===== src/rtl/core/assert_macros.svh =====
// Assertion helpers shared by the RTL.
`ifndef ASSERT_MACROS_SVH
`define ASSERT_MACROS_SVH

// Property that must hold at every clock edge while out of reset.
`define ASSERT_ALWAYS(label, clk, rst_n, prop) \
	label: assert property (@(posedge clk) disable iff (!rst_n) (prop)) \
		else $error("assertion failed");

// Implication checked at every clock edge while out of reset.
`define ASSERT_IMPLY(label, clk, rst_n, cond, prop) \
	label: assert property (@(posedge clk) disable iff (!rst_n) (cond) |-> (prop)) \
		else $error("assertion failed");

`endif


===== src/rtl/core/yaz0_pkg.sv =====
// ----------------------------------------------------------------------------
// yaz0_pkg: shared types and constants of the Yaz0 decompressor.
// Holds the payload structs, the command passed front to back and the FSMs.
// ----------------------------------------------------------------------------
package yaz0_pkg;

	localparam int WIN_AW     = 12;
	localparam int FIFO_DEPTH = 4;
	localparam int FIFO_AW    = 2;

	localparam logic [7:0] REF_ADD3 = 8'h12;

	typedef struct packed {
		logic [7:0] in_byte;
		logic       in_first;
	} in_item_t;

	typedef struct packed {
		logic [63:0] out_bytes;
		logic [3:0]  out_valid;
		logic        out_last;
		logic [1:0]  out_status;
	} out_item_t;

	localparam logic [1:0] ST_DATA  = 2'd0;
	localparam logic [1:0] ST_MAGIC = 2'd1;
	localparam logic [1:0] ST_RANGE = 2'd2;

	typedef enum logic [1:0] {
		CMD_JOB,
		CMD_LIT,
		CMD_COPY,
		CMD_STAT
	} cmd_kind_t;

	typedef struct packed {
		cmd_kind_t   kind;
		logic [7:0]  data;
		logic [8:0]  len;
		logic [11:0] ref_dist;
		logic        last;
		logic [1:0]  status;
	} cmd_t;

	typedef enum logic [2:0] {
		PH_HEADER,
		PH_GROUP,
		PH_ITEM,
		PH_REF2,
		PH_REF3,
		PH_DONE
	} phase_t;

	typedef enum logic [2:0] {
		BK_IDLE,
		BK_RD,
		BK_PUT,
		BK_FLUSH,
		BK_STAT
	} bk_state_t;

	function automatic logic [7:0] magic_byte(input logic [1:0] idx);
		logic [7:0] r;
		begin
			case (idx)
				2'd0: r = 8'h59;
				2'd1: r = 8'h61;
				2'd2: r = 8'h7A;
				default: r = 8'h30;
			endcase
			return r;
		end
	endfunction

endpackage


===== src/rtl/core/yaz0_fifo.sv =====
// ----------------------------------------------------------------------------
// yaz0_fifo: command queue between parser and executor
// A small register queue that lets either side stall on its own.
// ----------------------------------------------------------------------------
`include "assert_macros.svh"

module yaz0_fifo
	import yaz0_pkg::*;
(
	input  logic clk,
	input  logic arst_n,
	input  logic push,
	input  cmd_t wdata,
	input  logic pop,
	output cmd_t rdata,
	output logic empty,
	output logic full
);

	cmd_t               slot_q [FIFO_DEPTH];
	logic [FIFO_AW-1:0] wp_q;
	logic [FIFO_AW-1:0] rp_q;
	logic [FIFO_AW:0]   cnt_q;

	assign empty = (cnt_q == '0);
	assign full  = (cnt_q == FIFO_AW'(0) + (FIFO_AW+1)'(FIFO_DEPTH));
	assign rdata = slot_q[rp_q];

	always_ff @(posedge clk) begin
		if (push) begin
			slot_q[wp_q] <= wdata;
		end
	end

	always_ff @(posedge clk or negedge arst_n) begin
		if (!arst_n) begin
			wp_q  <= '0;
			rp_q  <= '0;
			cnt_q <= '0;
		end else begin
			if (push) begin
				wp_q <= wp_q + 1'b1;
			end
			if (pop) begin
				rp_q <= rp_q + 1'b1;
			end
			cnt_q <= cnt_q + (FIFO_AW+1)'(push) - (FIFO_AW+1)'(pop);
		end
	end

	`ASSERT_IMPLY(a_no_overflow, clk, arst_n, full, !push || pop)
	`ASSERT_IMPLY(a_no_underflow, clk, arst_n, empty, !pop)
	`ASSERT_ALWAYS(a_cnt_range, clk, arst_n, cnt_q <= (FIFO_AW+1)'(FIFO_DEPTH))

endmodule


===== config.mk =====
export PLATFORM = sky130hd
export DESIGN_NAME = yaz0_fifo
export DESIGN_NICKNAME = d
export VERILOG_FILES = /design/src/rtl/core/yaz0_pkg.sv /design/src/rtl/core/yaz0_fifo.sv
export VERILOG_INCLUDE_DIRS = /design/src /design/src/rtl/core
export SDC_FILE = /design/constraint.sdc
export NUM_CORES = 1
export LEC_CHECK = 0
export ABC_AREA = 1
export BUFFER_PORTS_ARGS = -buffer_cell sky130_fd_sc_hd__buf_2
export CAP_MARGIN = 30
export CORE_MARGIN = 4
export CORE_UTILIZATION = 32
export CTS_CLUSTER_DIAMETER = 120
export DETAILED_ROUTE_END_ITERATION = 16
export PLACE_DENSITY = 0.54
export RECOVER_POWER = 50
export SLEW_MARGIN = 25
export SYNTH_ARGS = -nofsm -noshare
export SYNTH_HDL_FRONTEND = slang
export SYNTH_SLANG_ARGS = --single-unit

===== constraint.sdc =====
create_clock -name clk -period 1.6 [get_ports clk]
set_input_delay 0 -clock clk [delete_from_list [all_inputs] [get_ports clk]]
set_output_delay 0 -clock clk [all_outputs]
set_load 0.05 [all_outputs]

==> impl_results.html <==
<table>
<tr><th>Metric</th><th>Value</th></tr>
<tr><th colspan="2">Run status</th></tr>
<tr><td>Run status</td><td>complete, but fails checks</td></tr>
<tr><td>Failing checks</td><td>setup timing</td></tr>
<tr><th colspan="2">Timing</th></tr>
<tr><td>Slew margin rel.</td><td>76.5%</td></tr>
<tr><td>Ratio of final minimum period to clock period</td><td>100%</td></tr>
<tr><td>Number of failing setup endpoints in the final timing report</td><td>1</td></tr>
<tr><td>Total negative slack</td><td>-0.00760 ns</td></tr>
<tr><td>Hold slack final</td><td>0.356 ns</td></tr>
<tr><td>Actual slew at the worst max-slew pin</td><td>roughly 0.35 ns</td></tr>
<tr><td>Final hold viol count</td><td>0</td></tr>
<tr><td>Final critical-path required period</td><td>1.61 ns</td></tr>
<tr><td>Achievable Freq</td><td>0.622 GHz</td></tr>
<tr><td>Slew Viols, Final</td><td>0</td></tr>
<tr><td>Max Clock Skew</td><td>0.00523 ns</td></tr>
<tr><td>Fin worst setup slack</td><td>-0.00760 ns</td></tr>
<tr><td>RSZ-0062 raised after global routing</td><td>true</td></tr>
<tr><th colspan="2">Layout</th></tr>
<tr><td>Antenna cell count</td><td>0</td></tr>
<tr><td>Number of nets in the final layout</td><td>759</td></tr>
<tr><td>Storage element area</td><td>0.00426 sq mm</td></tr>
<tr><td>Filler instances</td><td>1747</td></tr>
<tr><td>Area Overhead vs Synth</td><td>36.9%</td></tr>
<tr><td>Area used by multi-input combinational logic</td><td>0.00130 sq mm</td></tr>
<tr><td>Fraction of final layout cells with drive strength greater than 1</td><td>between 20% and 30%</td></tr>
<tr><th colspan="2">Floorplanning</th></tr>
<tr><td>Total Die Area</td><td>approximately 0.021 sq mm</td></tr>
<tr><td>Number of top-level pins</td><td>74</td></tr>
<tr><td>Cell Rows</td><td>50</td></tr>
<tr><td>Std-Cell Core Area</td><td>0.0188 sq mm</td></tr>
<tr><td>Vertical die dimension</td><td>146 um</td></tr>
<tr><td>Floorplan die width</td><td>~150 um</td></tr>
<tr><td>Starting density of the core</td><td>32.6%</td></tr>
<tr><th colspan="2">Worst setup path</th></tr>
<tr><td>Reg-to-Reg Start</td><td>cnt_q[0]</td></tr>
<tr><td>Endpoint of the worst-slack reg-to-reg timing path</td><td>cnt_q[2]</td></tr>
<tr><td>Slowest cell delay on critical path</td><td>0.43 ns</td></tr>
<tr><td>WP data required</td><td>1.60 ns</td></tr>
<tr><td>Biggest fanout along the worst timing path</td><td>14</td></tr>
<tr><td>Critical path, cell by cell</td><td>buf_6 -&gt; clkinv_8 -&gt; buf_16 -&gt; nand2_1 -&gt; nand3_1 -&gt; nand2_2 -&gt; buf_6</td></tr>
<tr><td>Arr. time, crit path</td><td>between 1.5 and 2 ns</td></tr>
<tr><td>Crit end category</td><td>output port</td></tr>
<tr><td>Flop2flop setup slack</td><td>0.09 ns</td></tr>
<tr><td>Critical Path Most Common Cell</td><td>sky130_fd_sc_hd__buf_6</td></tr>
<tr><td>Worst Path Class, Setup</td><td>reg -&gt; out</td></tr>
<tr><td>CP Launch Type</td><td>register</td></tr>
<tr><td>R2R depth</td><td>8</td></tr>
<tr><td>Cell at the slowest stage of the critical path</td><td>sky130_fd_sc_hd__dfrtp_2</td></tr>
<tr><th colspan="2">Power</th></tr>
<tr><td>Sw Pwr</td><td>7.61 mW</td></tr>
<tr><td>Clock Power Share</td><td>21.9%</td></tr>
<tr><td>Sequential share of power</td><td>28.2%</td></tr>
<tr><td>Share of power burned in combinational logic</td><td>about half</td></tr>
<tr><td>Int Pwr</td><td>10.6 mW</td></tr>
<tr><td>Switching part of the total power</td><td>41.8%</td></tr>
<tr><td>Reported leakage power</td><td>3.75 nW</td></tr>
<tr><td>IR drop worst, VDD</td><td>0.993 mV</td></tr>
<tr><td>Power density cells</td><td>about 2200 mW/mm^2</td></tr>
<tr><th colspan="2">Clocking</th></tr>
<tr><td>CTS root buffer</td><td>sky130_fd_sc_hd__clkbuf_16</td></tr>
<tr><td>Sinks on the clock net</td><td>143</td></tr>
<tr><td>Clock transition time at the flip-flop clock pins of the worst setup and hold paths</td><td>0.06 ns</td></tr>
<tr><td>Worst skew pair latency</td><td>slightly above 0.4 ns</td></tr>
<tr><td>Clock buffer count from CTS</td><td>17</td></tr>
<tr><td>Total number of H-tree levels</td><td>4</td></tr>
<tr><td>Deepest clock path buffer count</td><td>2</td></tr>
<tr><td>CTS tree</td><td>done</td></tr>
<tr><th colspan="2">Global routing</th></tr>
<tr><td>Largest net degree at the start of global routing</td><td>35</td></tr>
<tr><td>Number of global-route vias before repair</td><td>4081</td></tr>
<tr><td>Antenna violations before repair</td><td>0</td></tr>
<tr><td>Total global-route track usage</td><td>a little over an eighth</td></tr>
<tr><td>Overflow after GRT</td><td>0</td></tr>
<tr><td>First-pass GRT wire length</td><td>~22000 um</td></tr>
<tr><th colspan="2">Route</th></tr>
<tr><td>Wirelength per Cell</td><td>15.0 um</td></tr>
<tr><td>Via count</td><td>4150</td></tr>
<tr><td>Via/cell ratio</td><td>4.32</td></tr>
<tr><td>Number of DRC markers in iteration 0</td><td>252</td></tr>
<tr><td>Antenna Violating Nets Remaining</td><td>0</td></tr>
<tr><td>Wire length reported by the detailed router</td><td>14400 um</td></tr>
<tr><td>Remaining design rule violation count</td><td>0</td></tr>
<tr><td>First-pass detailed-route iteration total</td><td>4</td></tr>
<tr><th colspan="2">Synthesis</th></tr>
<tr><td>Most common flop cell mapped by yosys</td><td>sky130_fd_sc_hd__edfxtp_1</td></tr>
<tr><td>Warning count from the yosys run</td><td>0</td></tr>
<tr><td>Share of synthesized flip-flops with an asynchronous set or reset</td><td>4.90%</td></tr>
<tr><td>Synth Register Bits</td><td>around 140</td></tr>
<tr><td>Largest cells by area after synthesis</td><td>sky130_fd_sc_hd__edfxtp_1, sky130_fd_sc_hd__nand2_1, sky130_fd_sc_hd__inv_1</td></tr>
<tr><td>Dominant cell type by area after synthesis</td><td>sky130_fd_sc_hd__edfxtp_1</td></tr>
<tr><td>Netlist area before placement</td><td>between 0.006 and 0.007 sq mm</td></tr>
<tr><td>Number of different library cells in the post-synthesis netlist</td><td>15</td></tr>
<tr><td>Cell count after synthesis</td><td>579</td></tr>
<tr><td>Post-synthesis sequential area ratio</td><td>69.6%</td></tr>
<tr><td>Mapped Nets</td><td>624</td></tr>
<tr><td>Area share of the largest cell type after synthesis</td><td>66.8%</td></tr>
<tr><td>Most frequently used cell type in the post-synthesis netlist</td><td>sky130_fd_sc_hd__nand2_1</td></tr>
<tr><td>Post-synth EDFFs</td><td>136</td></tr>
<tr><td>Avg Inst Size Synth</td><td>10.6 sq um</td></tr>
<tr><td>Leading cell types by count after synthesis</td><td>sky130_fd_sc_hd__nand2_1, sky130_fd_sc_hd__inv_1, sky130_fd_sc_hd__edfxtp_1</td></tr>
<tr><th colspan="2">Min path</th></tr>
<tr><td>Hold Startpoint</td><td>pop</td></tr>
<tr><td>Worst hold path endpoint</td><td>rp_q[0]</td></tr>
<tr><td>Worst min-delay path class</td><td>in -&gt; reg</td></tr>
<tr><td>Worst Hold Depth</td><td>3</td></tr>
<tr><th colspan="2">Placed design</th></tr>
<tr><td>Final RePlAce weighted congestion</td><td>0.715</td></tr>
<tr><td>Half-perimeter wire length after placement</td><td>8080 um</td></tr>
<tr><td>Number of port buffers</td><td>73</td></tr>
<tr><td>Worst-case setup slack after placement</td><td>approximately 0.064 ns</td></tr>
<tr><th colspan="2">Job</th></tr>
<tr><td>Max-capacitance violation count</td><td>0</td></tr>
</table>
-- registers in the layout, summed over array words and instances, names as in the netlist --
name,count
wp_q,2
slot_q,136
cnt_q,3
rp_q,2
-- cell families (layout without fill, tap and decap cells) --
kind of cell / after synthesis / in the layout / share of synthesized area [%]
AO/OA/AOI/OAI: 1 / 1 / 0.0817
XOR/XNOR: 3 / 3 / 0.430
adder cells (fa/ha/maj): 7 / 7 / 1.55
buffers and inverters: 173 / 321 / 11.4
flip-flops: 143 / 143 / 69.6
AND/OR/NAND/NOR: 252 / 252 / 16.9
-- stage by stage --
step                cell area [sq um]  std cells  total power, mW  util, %
CTS                              8170        953             17.7     43.5
floorplan                        6130        579             10.2        -
finish                           8380        961             18.2     44.6
global placement                 6860        880             12.1     36.6
global route                     8380        961             19.1     44.6
detailed placement               6860        880             12.2     36.6
-- worst max-delay path by stage --
stage | slack (ns) | start | cells past startpoint | to
2_1_floorplan | 0.01 | wp_q[0] | 4 | slot_q[0][0]
3_3_place_gp | 0.1 | cnt_q[0] | 8 | cnt_q[2]
3_5_place_dp | 0.06 | cnt_q[0] | 8 | cnt_q[2]
4_1_cts | -0.03 | rp_q[0] | 6 | rdata[3]
5_1_grt | -0.11 | rp_q[0] | 7 | rdata[17]
6_report | -0.008 | rp_q[0] | 7 | rdata[2]
-- power by group through the flow --
stage,clock network [mW],registers [mW],logic [mW]
2_1_floorplan,0,5.14,5.11
6_report,3.98,5.13,9.08
5_1_grt,4.24,5.19,9.71
4_1_cts,4.06,5.17,8.49
3_3_place_gp,0,5.19,6.94
3_5_place_dp,0,5.22,7.02
-- placed cells by master (no fill, tap or decap), types with 2 or more instances in the layout --
cell type                         n
sky130_fd_sc_hd__nand2_1        150
sky130_fd_sc_hd__inv_1          144
sky130_fd_sc_hd__edfxtp_1       136
sky130_fd_sc_hd__nand3_1         58
sky130_fd_sc_hd__dlygate4sd3_1   38
sky130_fd_sc_hd__clkbuf_1        36
sky130_fd_sc_hd__buf_6           33
sky130_fd_sc_hd__nand2_2         30
sky130_fd_sc_hd__clkbuf_16       19
sky130_fd_sc_hd__buf_4           13
sky130_fd_sc_hd__nand3_2         11
sky130_fd_sc_hd__buf_12           7
sky130_fd_sc_hd__ha_1             6
sky130_fd_sc_hd__dfrtp_1          5
sky130_fd_sc_hd__clkinvlp_4       4
sky130_fd_sc_hd__clkinv_4         4
sky130_fd_sc_hd__clkinv_2         4
sky130_fd_sc_hd__buf_2            4
sky130_fd_sc_hd__buf_8            4
sky130_fd_sc_hd__xor2_1           3
sky130_fd_sc_hd__bufinv_16        3
sky130_fd_sc_hd__buf_16           3
sky130_fd_sc_hd__nor3_1           2
sky130_fd_sc_hd__inv_6            2
sky130_fd_sc_hd__dfrtp_2          2
-- per-layer routing --
layer | global-route usage, % | routed length, um | vias up
met5 | 0 | 0 | -
met4 | 3.95 | 189 | 0
met3 | 4.16 | 716 | 17
met2 | 22.4 | 7220 | 110
met1 | 16.5 | 6280 | 1950
li1 | - | - | 2073
-- worst max-delay path, delay by kind of cell, from the launching register on --
family	cells	cell delay, ns
flip-flops	1	0.43
AND/OR/NAND/NOR	3	0.22
buffers and inverters	4	0.54
-- area by class of cell --
cell class / count / area share, %
Sequential cell: 143 / 50.9
Timing Repair Buffer: 139 / 15.9
Multi-Input combinational cell: 263 / 15.5
Inverter: 150 / 7.08
Clock buffer: 18 / 5.12
Tap cell: 234 / 3.50
Clock inverter: 14 / 1.99
-- repair_timing --
item | CTS | global route
pin swaps | 2 | 7
gates cloned | 3 | 3
hold buffers | 38 | 0
endpoints found under the setup margin | 32 | 35
endpoints found under the hold margin | 148 | 0
resized for setup | 85 | 43
setup buffers | 0 | 5
No activity file was read; power rests on OpenSTA's default activity.
